## src/rtl/core/srtf_pkg.sv

```systemverilog
`timescale 1ns / 1ps
// ----------------------------------------------------------------------------
// SRTF scheduler package
// Item types, field widths and codes shared by the scheduler files.
// ----------------------------------------------------------------------------
package srtf_pkg;

  localparam int TIME_W        = 18;
  localparam int ARRIVAL_W     = 16;
  localparam int BURST_W       = 12;
  localparam int RAN_ID_W      = 5;
  localparam int DEF_MAX_PROCS = 16;

  localparam logic [TIME_W-1:0] TIME_MAX = {TIME_W{1'b1}};

  // Item kinds.
  localparam logic KIND_LOAD = 1'b0;
  localparam logic KIND_TICK = 1'b1;

  typedef struct packed {
    logic                 kind;
    logic [ARRIVAL_W-1:0] arrival_time;
    logic [BURST_W-1:0]   burst_time;
  } cmd_item_t;

  typedef struct packed {
    logic                load_error;
    logic [RAN_ID_W-1:0] ran_id;
    logic [TIME_W-1:0]   time_now;
    logic                finished;
    logic [TIME_W-1:0]   completion_time;
    logic [TIME_W-1:0]   turnaround;
    logic [TIME_W-1:0]   waiting;
    logic [TIME_W-1:0]   response;
    logic                all_done;
  } rsp_item_t;

  // One process table entry as held in the table memory.
  typedef struct packed {
    logic [ARRIVAL_W-1:0] arrival;
    logic [BURST_W-1:0]   burst;
    logic [BURST_W-1:0]   remaining;
    logic [TIME_W-1:0]    response;
  } proc_entry_t;

  localparam int ENTRY_W = $bits(proc_entry_t);

endpackage

```

## src/rtl/core/srtf_preemptive_scheduler.sv

```systemverilog
`timescale 1ns / 1ps
// ----------------------------------------------------------------------------
// SRTF preemptive scheduler
// Shortest-remaining-time-first scheduler over a process table in one RAM.
// ----------------------------------------------------------------------------
// Usage:
// Items arrive on the cmd channel (cmd_valid / cmd_stall / cmd) and every item
// produces exactly one result item on the rsp channel (rsp_valid / rsp_stall /
// rsp). A load item appends a process to the table; a tick item advances time
// by one unit and runs the arrived process with the least remaining work.
// A load, or a tick when nothing is left to run, which leaves time as it is,
// is answered in the cycle after it is taken. A tick that schedules steps
// through a scan state with one read per loaded slot through the single read
// port of the table RAM, a drain state for the last read to return, a
// write-back state, a turnaround state and a done state that works out the
// waiting time and writes the result; the next item is taken back in idle.
// The block works on one item at a time; cmd_stall is high while a tick is in
// flight. The result sits in an output register, so a stalled receiver only
// holds the block once the next result is ready to be written.
// Reset clears the process count, the unfinished count, elapsed time and the
// handshake state. The table RAM is not cleared: only loaded slots are read.
// ----------------------------------------------------------------------------
module srtf_preemptive_scheduler
  import srtf_pkg::*;
#(
  parameter int MAX_PROCS = DEF_MAX_PROCS
) (
  input  logic      clk,
  input  logic      rst,
  input  logic      cmd_valid,
  output logic      cmd_stall,
  input  cmd_item_t cmd,
  output logic      rsp_valid,
  input  logic      rsp_stall,
  output rsp_item_t rsp
);

  // Slot index and count widths follow from the table depth.
  localparam int IW  = (MAX_PROCS > 1) ? $clog2(MAX_PROCS) : 1;
  localparam int CW  = $clog2(MAX_PROCS + 1);
  localparam int IDW = IW + 1;

  // Sequencer states.
  localparam logic [2:0] S_IDLE  = 3'd0;
  localparam logic [2:0] S_SCAN  = 3'd1;
  localparam logic [2:0] S_DRAIN = 3'd2;
  localparam logic [2:0] S_WB    = 3'd3;
  localparam logic [2:0] S_TAT   = 3'd4;
  localparam logic [2:0] S_DONE  = 3'd5;

  function automatic logic [TIME_W-1:0] sat_sub(input logic [TIME_W-1:0] a,
                                                input logic [TIME_W-1:0] b);
    return (a > b) ? (a - b) : '0;
  endfunction

  logic [2:0]        state;
  logic [CW-1:0]     proc_count;
  logic [CW-1:0]     unfinished;
  logic [TIME_W-1:0] elapsed;

  // Scan bookkeeping.
  logic [IW-1:0]     scan_idx;
  logic              rd_pend;
  logic [IW-1:0]     pend_idx;
  logic              found;
  logic [IW-1:0]     best_idx;
  proc_entry_t       best;

  // Results of the write-back and turnaround states.
  logic              fin;
  logic [TIME_W-1:0] resp_val;
  logic [TIME_W-1:0] tat;

  // RAM ports.
  logic              ram_we;
  logic [IW-1:0]     ram_waddr;
  proc_entry_t       ram_wdata;
  logic              ram_rd_en;
  proc_entry_t       ram_rdata;

  logic              out_free;
  logic              cmd_acc;
  logic              ld_ok;
  logic              busy_tick;
  logic              first_run;
  logic [BURST_W-1:0] rem_next;
  logic [TIME_W-1:0] resp_next;
  logic [TIME_W-1:0] elapsed_adv;
  logic              take;
  logic [IDW-1:0]    id_full;
  logic              rsp_set;

  // The output register can take a new result when it is empty or being read.
  assign out_free  = !rsp_valid || !rsp_stall;
  assign ld_ok     = (cmd.burst_time != '0) && (proc_count < CW'(MAX_PROCS));
  assign busy_tick = (cmd.kind == KIND_TICK) && (unfinished != '0);

  // A tick that schedules does not need the output register until its end,
  // so it may start while the previous result is still waiting.
  assign cmd_stall = (state != S_IDLE) || (!out_free && !busy_tick);
  assign cmd_acc   = cmd_valid && !cmd_stall;

  // A result is written for a load, for a tick with nothing left to run, and
  // at the end of a scheduling tick.
  assign rsp_set = (cmd_acc && ((cmd.kind == KIND_LOAD) || (unfinished == '0)))
                || ((state == S_DONE) && out_free);

  assign elapsed_adv = (elapsed != TIME_MAX) ? (elapsed + 1'b1) : elapsed;

  // Run of the chosen entry, used in the write-back cycle.
  assign first_run = (best.remaining == best.burst);
  assign rem_next  = best.remaining - 1'b1;
  assign resp_next = first_run ? sat_sub(elapsed, TIME_W'(best.arrival)) : best.response;

  // Candidate test on the entry returning from the RAM.
  assign take = rd_pend
             && (TIME_W'(ram_rdata.arrival) <= elapsed)
             && (ram_rdata.remaining != '0)
             && (!found || (ram_rdata.remaining < best.remaining));

  assign id_full = IDW'(best_idx) + 1'b1;

  always_comb begin
    ram_we    = 1'b0;
    ram_waddr = proc_count[IW-1:0];
    ram_wdata = '{arrival:   cmd.arrival_time,
                  burst:     cmd.burst_time,
                  remaining: cmd.burst_time,
                  response:  '0};
    if (state == S_WB) begin
      ram_we    = found;
      ram_waddr = best_idx;
      ram_wdata = '{arrival:   best.arrival,
                    burst:     best.burst,
                    remaining: rem_next,
                    response:  resp_next};
    end else if (cmd_acc && (cmd.kind == KIND_LOAD) && ld_ok) begin
      ram_we = 1'b1;
    end
    ram_rd_en = (state == S_SCAN);
  end

  srtf_ram #(
    .WIDTH (ENTRY_W),
    .DEPTH (MAX_PROCS)
  ) u_table (
    .clk   (clk),
    .we    (ram_we),
    .waddr (ram_waddr),
    .wdata (ram_wdata),
    .rd_en (ram_rd_en),
    .raddr (scan_idx),
    .rdata (ram_rdata)
  );

  always_ff @(posedge clk) begin
    if (rst) begin
      state      <= S_IDLE;
      proc_count <= '0;
      unfinished <= '0;
      elapsed    <= '0;
      rsp_valid  <= 1'b0;
      rd_pend    <= 1'b0;
      found      <= 1'b0;
    end else begin
      if (rsp_set) begin
        rsp_valid <= 1'b1;
      end else if (!rsp_stall) begin
        rsp_valid <= 1'b0;
      end

      // Track the best candidate as scanned entries come back from the RAM.
      rd_pend <= (state == S_SCAN);
      if (take) begin
        found    <= 1'b1;
        best_idx <= pend_idx;
        best     <= ram_rdata;
      end

      unique case (state)
        S_IDLE: begin
          if (cmd_acc) begin
            if (cmd.kind == KIND_LOAD) begin
              // Loads are answered at once; the entry is written this cycle.
              rsp <= '{load_error:      !ld_ok,
                       ran_id:          '0,
                       time_now:        elapsed,
                       finished:        1'b0,
                       completion_time: '0,
                       turnaround:      '0,
                       waiting:         '0,
                       response:        '0,
                       all_done:        !ld_ok && (unfinished == '0)};
              if (ld_ok) begin
                proc_count <= proc_count + 1'b1;
                unfinished <= unfinished + 1'b1;
              end
            end else if (unfinished == '0) begin
              // Nothing left to run: report and leave the state alone.
              rsp <= '{load_error:      1'b0,
                       ran_id:          '0,
                       time_now:        elapsed,
                       finished:        1'b0,
                       completion_time: '0,
                       turnaround:      '0,
                       waiting:         '0,
                       response:        '0,
                       all_done:        1'b1};
            end else begin
              state    <= S_SCAN;
              scan_idx <= '0;
              found    <= 1'b0;
            end
          end
        end
        S_SCAN: begin
          pend_idx <= scan_idx;
          if (CW'(scan_idx) == proc_count - 1'b1) begin
            state <= S_DRAIN;
          end else begin
            scan_idx <= scan_idx + 1'b1;
          end
        end
        S_DRAIN: begin
          state <= S_WB;
        end
        S_WB: begin
          elapsed  <= elapsed_adv;
          fin      <= found && (rem_next == '0);
          resp_val <= resp_next;
          if (found && (rem_next == '0)) begin
            unfinished <= unfinished - 1'b1;
          end
          state <= S_TAT;
        end
        S_TAT: begin
          tat   <= sat_sub(elapsed, TIME_W'(best.arrival));
          state <= S_DONE;
        end
        S_DONE: begin
          if (out_free) begin
            rsp <= '{load_error:      1'b0,
                     ran_id:          found ? RAN_ID_W'(id_full) : '0,
                     time_now:        elapsed,
                     finished:        fin,
                     completion_time: fin ? elapsed : '0,
                     turnaround:      fin ? tat : '0,
                     waiting:         fin ? sat_sub(tat, TIME_W'(best.burst)) : '0,
                     response:        fin ? resp_val : '0,
                     all_done:        (unfinished == '0)};
            state <= S_IDLE;
          end
        end
        default: begin
          state <= S_IDLE;
        end
      endcase
    end
  end

  // The unfinished count can never exceed the number of loaded processes.
  a_unfinished_le_count: assert property (@(posedge clk) disable iff (rst)
    unfinished <= proc_count)
    else $error("unfinished count exceeds process count");

  // The table is never written while a scan is reading it.
  a_no_write_in_scan: assert property (@(posedge clk) disable iff (rst)
    (state == S_SCAN || state == S_DRAIN) |-> !ram_we)
    else $error("table written during scan");

  // Elapsed time never moves backward.
  a_time_monotonic: assert property (@(posedge clk) disable iff (rst)
    !$past(rst) |-> elapsed >= $past(elapsed))
    else $error("elapsed time decreased");

  // A result marked finished always names the process that ran.
  a_finish_has_run: assert property (@(posedge clk) disable iff (rst)
    (state == S_DONE && fin) |-> found)
    else $error("completion without a scheduled process");

endmodule

```

## src/rtl/core/srtf_ram.sv

```systemverilog
`timescale 1ns / 1ps
// ----------------------------------------------------------------------------
// SRTF generic RAM
// Simple dual-port RAM: one write port, one read port with registered data.
// ----------------------------------------------------------------------------
module srtf_ram #(
  parameter int WIDTH = 8,
  parameter int DEPTH = 16
) (
  input  logic                                   clk,
  input  logic                                   we,
  input  logic [(DEPTH > 1 ? $clog2(DEPTH) : 1)-1:0] waddr,
  input  logic [WIDTH-1:0]                       wdata,
  input  logic                                   rd_en,
  input  logic [(DEPTH > 1 ? $clog2(DEPTH) : 1)-1:0] raddr,
  output logic [WIDTH-1:0]                       rdata
);

  logic [WIDTH-1:0] mem [DEPTH];

  always_ff @(posedge clk) begin
    if (we) begin
      mem[waddr] <= wdata;
    end
    if (rd_en) begin
      rdata <= mem[raddr];
    end
  end

endmodule

```

## config.mk

```make
export PLATFORM = sky130hd
export DESIGN_NAME = srtf_preemptive_scheduler
export DESIGN_NICKNAME = d
export VERILOG_FILES = /design/src/rtl/core/srtf_pkg.sv /design/src/rtl/core/srtf_preemptive_scheduler.sv /design/src/rtl/core/srtf_ram.sv
export SDC_FILE = /design/constraint.sdc
export NUM_CORES = 1
export LEC_CHECK = 0
export BUFFER_PORTS_ARGS = -buffer_cell sky130_fd_sc_hd__clkbuf_2
export CORE_ASPECT_RATIO = 1.75
export CORE_MARGIN = 2
export CORE_UTILIZATION = 45
export CTS_BUF_LIST = sky130_fd_sc_hd__clkbuf_4
export DETAILED_ROUTE_END_ITERATION = 8
export PLACE_DENSITY = 0.66
export REMOVE_ABC_BUFFERS = 1
export SETUP_SLACK_MARGIN = 0.3
export SYNTH_ARGS = -nofsm -noshare
export SYNTH_HDL_FRONTEND = slang
export SYNTH_HIERARCHICAL = 1
export SYNTH_SLANG_ARGS = --single-unit
```

## constraint.sdc

```tcl
create_clock -name clk -period 16 [get_ports clk]
set_input_delay 1.6 -clock clk [delete_from_list [all_inputs] [get_ports clk]]
set_output_delay 1.6 -clock clk [all_outputs]
set_load 0.1 [all_outputs]
```

==> metrics.yaml, run 1 <==
run_status:
  status: "finished clean"
final_layout:
  drive_gt1_frac: 0.297
  fin_nets: 3102
  final_cell_area_mm2: 0.0550
  area_delta_synth_final_pct: 12.5
  fillers: 8812
  final_core_util: 0.509
clocking:
  hold_buffers: 0
  clkSlewWorstSetupHoldPaths_ns: 0.06
  cts_sinks: 1225
  h-tree-depth: 5
  cts_resized: 0
  root_buffer: "clkbuf_4"
  clk_latency_ns: 1.22
  post-cts-setup-buffers: 0
  clock_path_buffers: 4
  cts_made_buffers: 290
  cts_tree: "yes"
yosys:
  synthArstFlopShare: 0
  syn-mean-instance-area_um2: 18.7
  ys_ff_latch: 1225
  synth_edf_count: 1191
  synth.most_common_cell: "edfxtp_1"
  synth_top_area_share: 0.732
  yosysUniqueCellTypes: 81
  synth.cell_area_mm2: 0.0489
  yosysWarnings: 6
  synthTopCellsByCount: "edfxtp_1 (1191), mux4_2 (232), nand2_1 (156)"
  yosys.area.top_type: "edfxtp_1"
  syn_inst: 2610
  yosysSeqAreaShare: 0.746
  synth_ff_type: "edfxtp_1"
  ys_top_cells_by_area: "edfxtp_1 (73%), mux4_2 (11%), a22oi_1 (1.8%), ha_1 (1.7%), dfxtp_1 (1.4%)"
sta:
  maxSlewHeadroom: 0.105
  hold_violations: 0
  max_freq_ghz: 0.222
  finalSetupTns_ns: 0
  period_share: 0.281
  setup_viol: 0
  worstMarginPinSlew_ns: 1.34
  slew_violations: 0
  rsz0062_at_grt: "false"
  post-route-min-period_ns: 4.50
  whs_ns: 0.400
  fin_skew_ns: 0.0992
grt:
  antenna_found_initial: 7
  grt_first_pass_wirelength_um: 183000
  grt_max_degree: 110
  grt_overflow: 0
  grt_pass1_vias: 27900
  grt_usage: 0.229
detailed_routing:
  wl_um: 125000
  drcViolationCount: 0
  drtIter0Drc: 2537
  ant_nets: 0
  vias: 26800
  wl_per_cell_um: 27.5
  routed_via_density: 5.86
  dr.pass1.iters: 5
setup_path:
  crit_arrival_ns: 5.24
  path_class: "in2reg"
  cpMaxStageDelayCell: "nor2_4"
  crit_chain: "clkbuf_2 > nor4_2 > a31oi_1 > and4_1 > inv_1 > o21ai_0 > nand3b_1 > nor2_4 > buf_4"
  max_stage_delay_ns: 1.09
  cp-start-kind: "input pin"
  r2r_slack_ns: 11.50
  critical_path_required_ns: 16.74
  path_delay_family: "simple AND/OR/NAND/NOR gates"
  cp-end-kind: "register"
  cp_num_buf_inv: 3
  crit_fanout: 30
floorplan:
  core_mm2: 0.108
  dieHeight_um: 440
  rows: 160
  die_x_um: 253
  ioPinCount: 133
  initial_core_util: 0.452
  dieArea_mm2: 0.111
place:
  io_buffers: 132
  gp_congestion: 0.870
  place_area_mm2: 0.0515
  dp_hpwl_um: 75800
worst_hold_path:
  hold_path_class: "reg2reg"
power_and_ir_drop:
  p_per_area_mw_per_mm2: 115
  power.leakage_uw: 0.0187
  power_uw: 6320
  vdd_ir_drop_max_uv: 74.9
run:
  cap_viol_max_count: 0
[kinds of logic after synthesis]
group	after synthesis	share of synthesized area
AO/OA/AOI/OAI	322	0.0454
XOR/XNOR	76	0.0136
adder cells (fa/ha/maj)	68	0.0179
buffers and inverters	199	0.0186
flip-flops	1225	0.746
multiplexers	250	0.112
AND/OR/NAND/NOR	470	0.0474
[metal layers]
metal	wire [µm]	up-vias	global-route usage
li1	-	11400	-
met1	46000	13800	0.281
met2	64700	1306	0.393
met3	9590	256	0.0471
met4	4960	2	0.101
met5	13	-	0
[final cells by class]
type                       instances  area, µm²  share of cell area
clock buffer                     402       3020              0.0549
inverter                          80        300             0.00546
tap                             1377       1720              0.0313
sequential                      1225      36400               0.663
timing repair buffer             218       1320              0.0240
multi-input combinational       1186      11700               0.213
antenna                            4       10.0            0.000182
clock inverter                    73        447             0.00813
[sequential cells by signal, indices dropped and copies added (netlist names)]
register and flops:
scan_idx 4, elapsed 18, fin 1, tat 18, state 3, unfinished 5, u_table/mem 928, proc_count 5
pend_idx 4, best_idx 4, rsp_valid 1, u_table/rdata 58, found 1, rsp 98, rd_pend 1, resp_val 18
best 58
[cells in the final DEF (no fill, tap or decap), drive strengths merged, types with 4 or more instances in the layout]
cell     Yosys  routed
xnor2       57      57
bufinv       0       6
nand2      157     157
a21oi       44      44
a22o         4       4
diode        0       4
o21a         9       9
and3         8       8
and2        57      57
a211oi      10      10
mux4       232     232
mux2        14      14
or4          4       4
clkbuf      59     534
o2bb2ai      5       5
a31oi       11      11
clkinv       0      63
a22oi      116     116
edfxtp    1191    1191
or3          4       4
nor4        12      12
dfxtp       34      34
nor2       120     120
xor2        19      19
inv         80      84
o21ai       72      72
nand2b      11      11
nand4       20      20
nor2b       13      13
buf         60      86
ha          65      65
and4         4       4
mux2i        4       4
a21o        16      16
nor3        31      31
nand3       15      15
[report_power, final]
group / total (µW) / switching, µW / internal [µW]
Combinational: 328 / 240 / 87.3
Sequential: 3560 / 15.0 / 3540
Clock: 2440 / 1180 / 1250
Total: 6320 / 1440 / 4890
[through the flow]
step           std cells  setup slack [ns]
2_1_floorplan       2491              5.59
3_3_place_gp        4086             10.48
3_5_place_dp        4086             10.35
4_1_cts             4561             11.51
5_1_grt             4565             11.35
6_report            4565             11.50
[path summary, 6_finish.rpt]
check | from | end | cells after the start
worst max register to register | state[1]$_SDFFE_PP0P_ | u_table/mem[10][36]$_DFFE_PP_ | 8
worst min register to register | pend_idx[3]$_DFFE_PP_ | best_idx[3]$_DFFE_PP_ | 0
worst max-delay path | cmd[2] | u_table/mem[10][36]$_DFFE_PP_ | 9
worst min-delay path | pend_idx[3]$_DFFE_PP_ | best_idx[3]$_DFFE_PP_ | 0
Note: power is estimated with default switching activity, not from simulation.
==> run 2, diff against run 1 <==
--- a/config.mk
+++ b/config.mk
@@ -11,7 +11,7 @@
 export CORE_UTILIZATION = 45
 export CTS_BUF_LIST = sky130_fd_sc_hd__clkbuf_4
 export DETAILED_ROUTE_END_ITERATION = 8
-export PLACE_DENSITY = 0.66
+export PLACE_DENSITY = 0.68
 export REMOVE_ABC_BUFFERS = 1
 export SETUP_SLACK_MARGIN = 0.3
 export SYNTH_ARGS = -nofsm -noshare
==> constraint.sdc (replaced) <==
create_clock -name clk -period 4.1 [get_ports clk]
set_input_delay 0.41 -clock clk [delete_from_list [all_inputs] [get_ports clk]]
set_output_delay 0.41 -clock clk [all_outputs]
set_load 0.1 [all_outputs]
==> metrics.yaml, run 2 (same netlist as run 1, synthesis figures left out) <==
setup_path:
  crit_chain: "dlygate4sd3_1 > clkbuf_2 > nor4_1 > dlygate4sd3_1 > a31oi_1 > and4_1 > inv_1 > o21ai_0 > or3b_2 > nor2_4 > buf_12"  # was clkbuf_2 > nor4_2 > a31oi_1 > and4_1 > inv_1 > o21ai_0 > nand3b_1 > nor2_4 > buf_4
  crit_fanout: 36  # was 30
  max_stage_delay_ns: 0.84  # was 1.09 ns
  cp-end-kind: "register"  # unchanged
  crit_arrival_ns: 4.47  # was 5.24 ns
  path_class: "in2reg"  # unchanged
  critical_path_required_ns: 4.86  # was 16.74 ns
  path_common_cell: "dlygate4sd3_1"
  cp-start-kind: "input pin"  # unchanged
  cp_num_buf_inv: 5  # was 3
  path_delay_family: "simple AND/OR/NAND/NOR gates"  # unchanged
  cpMaxStageDelayCell: "nor2_4"  # unchanged
final_layout:
  mostFrequentLayoutCells: "edfxtp_1 (1191), clkbuf_4 (407), mux4_2 (232), nand2_1 (156), clkbuf_2 (132)"  # was edfxtp_1 (1191), clkbuf_4 (402), mux4_2 (232), nand2_1 (156), clkbuf_2 (132)
  largest_reg_flops: 928  # unchanged
  regMostFlops: "u_table/mem"  # unchanged
  final_cell_area_mm2: 0.0558  # was 0.0550 mm²
  top_regs: "u_table/mem x928, rsp x98"  # unchanged
  final_core_util: 0.516  # was 0.509
  drive_gt1_frac: 0.298  # was 0.297
  fillers: 8627  # was 8812
  fin_cells: 4611  # was 4565
  area_delta_synth_final_pct: 14.2  # was 12.5%
  fin_nets: 3155  # was 3102
  final_common_cell: "edfxtp_1"  # unchanged
sta:
  finalSetupTns_ns: 0  # unchanged
  rsz0062_at_grt: "false"  # unchanged
  post-route-min-period_ns: 3.71
  worstMarginPinSlew_ns: 1.52  # was 1.34 ns
  period_share: 0.904
  fin_skew_ns: 0.0749  # was 0.0992 ns
  hold_violations: 0  # unchanged
  setup_viol: 0  # unchanged
  max_freq_ghz: 0.270
  maxSlewHeadroom: -0.0158  # was 0.105
  slew_violations: 25  # was 0
floorplan:
  rows: 160  # unchanged
  dieHeight_um: 440  # unchanged
  die_x_um: 253  # unchanged
  initial_core_util: 0.452  # unchanged
  ioPinCount: 133  # unchanged
  core_mm2: 0.108  # unchanged
  dieArea_mm2: 0.111  # unchanged
place:
  place_area_mm2: 0.0521  # was 0.0515 mm²
  dp_hpwl_um: 75000  # was 75800 µm
  place_inst: 4110  # was 4086
  io_buffers: 132  # unchanged
  gp_congestion: 0.880  # was 0.870
detailed_routing:
  vias: 27200  # was 26800
  dr.pass1.iters: 8  # was 5
  route.met3.wl_um: 10300  # was 9590 µm
  drcViolationCount: 0  # unchanged
  wl_um: 126000  # was 125000 µm
  ant_nets: 0  # unchanged
  drtIter0Drc: 2701  # was 2537
  wl_per_cell_um: 27.4  # was 27.5 µm
  highest_layer: "met5"  # unchanged
  routed_via_density: 5.90  # was 5.86
  route.met2.wl_um: 64500  # was 64700 µm
  wl_met1_um: 46600  # was 46000 µm
grt:
  grt_usage: 0.229  # about the same
  grt_first_pass_wirelength_um: 184000  # was 183000 µm
  grt_pass1_vias: 28400  # was 27900
  antenna_found_initial: 12  # was 7
  grt_overflow: 0  # unchanged
  grt_max_degree: 88  # was 110
worst_hold_path:
  hold_path_class: "in2reg"  # was reg2reg
power_and_ir_drop:
  power.leakage_uw: 0.0190  # was 0.0187 µW
  vdd_ir_drop_max_uv: 269  # was 74.9 µV
  p_per_area_mw_per_mm2: 441  # was 115 mW/mm²
clocking:
  post-cts-setup-buffers: 0  # unchanged
  root_buffer: "clkbuf_4"  # unchanged
  clk_latency_ns: 1.17  # was 1.22 ns
  cts_made_buffers: 285  # was 290
  clkSlewWorstSetupHoldPaths_ns: 0.07  # was 0.06 ns
  cts_sinks: 1225  # unchanged
  h-tree-depth: 5  # unchanged
  clock_path_buffers: 4  # unchanged
  cts_tree: "yes"  # unchanged
run:
  cap_viol_max_count: 1  # was 0
run_status:
  status: "finished with violations"  # was finished clean
  violations: "capacitance limit, slew limit"
run 2: changes by cell type in the layout (fill, tap and decap cells not counted), sizes merged:
cell / previous run / this run
dlygate4sd3: 0 / 34
buf: 86 / 110
clkinv: 63 / 54
clkbuf: 534 / 539
inv: 84 / 80
diode: 4 / 1
bufinv: 6 / 5
run 2: worst paths after layout:
check / from / to / slack, ns / depth (start not counted)
max: cmd[3] / u_table/mem[1][39]$_DFFE_PP_ / 0.39 / 11
max reg2reg: state[1]$_SDFFE_PP0P_ / u_table/mem[10][36]$_DFFE_PP_ / 0.43 / 9
min reg2reg: u_table/rdata[3]$_DFFE_PP_ / best[3]$_DFFE_PP_ / 0.42 / 0
min: cmd[2] / u_table/mem[9][20]$_DFFE_PP_ / 0.14 / 3
run 2: tightest hold or removal path, stage by stage:
cell	delay [ns]
clkbuf_2	0.10
nand2_1	0.14
nand2_1	0.40
run 2: through the flow:
stage	worst slack (ns)	total power (µW)	hold WS (ns)
2_1_floorplan	-6.31	15200	0.400
3_3_place_gp	0.373	15500	0.401
3_5_place_dp	0.334	15500	0.405
4_1_cts	0.376	24900	0.0440
5_1_grt	0.308	25500	0.105
6_report	0.393	24600	0.139
run 2: report_power, final:
group | total [µW] | switching, µW | internal, µW
logic | 1330 | 941 | 390
registers | 13900 | 71.7 | 13800
clock network | 9420 | 4560 | 4850
total | 24600 | 5580 | 19100
run 2: area by class of cell:
class                      instances  area, µm²  area share
timing repair buffer             276       2230      0.0399
clock inverter                    59        359     0.00643
tap                             1377       1720      0.0309
multi-input combinational       1186      11700       0.210
inverter                          80        300     0.00538
sequential                      1225      36400       0.653
antenna                            1       2.50   0.0000448
clock buffer                     407       3060      0.0547
run 2: repair_timing:
action,4_1_cts,5_1_grt
resized for setup,0,2
endpoints found under the setup margin,0,35
hold endpoints to repair,637,0
hold buffers,34,0
run 2: metal layers:
| metal | vias up | global-route usage |
|---|---|---|
| met1 | 13900 | 0.284 |
| met2 | 1463 | 0.388 |
| met4 | 8 | 0.101 |
| met3 | 306 | 0.0489 |
| met5 | - | 0 |
| li1 | 11500 | - |
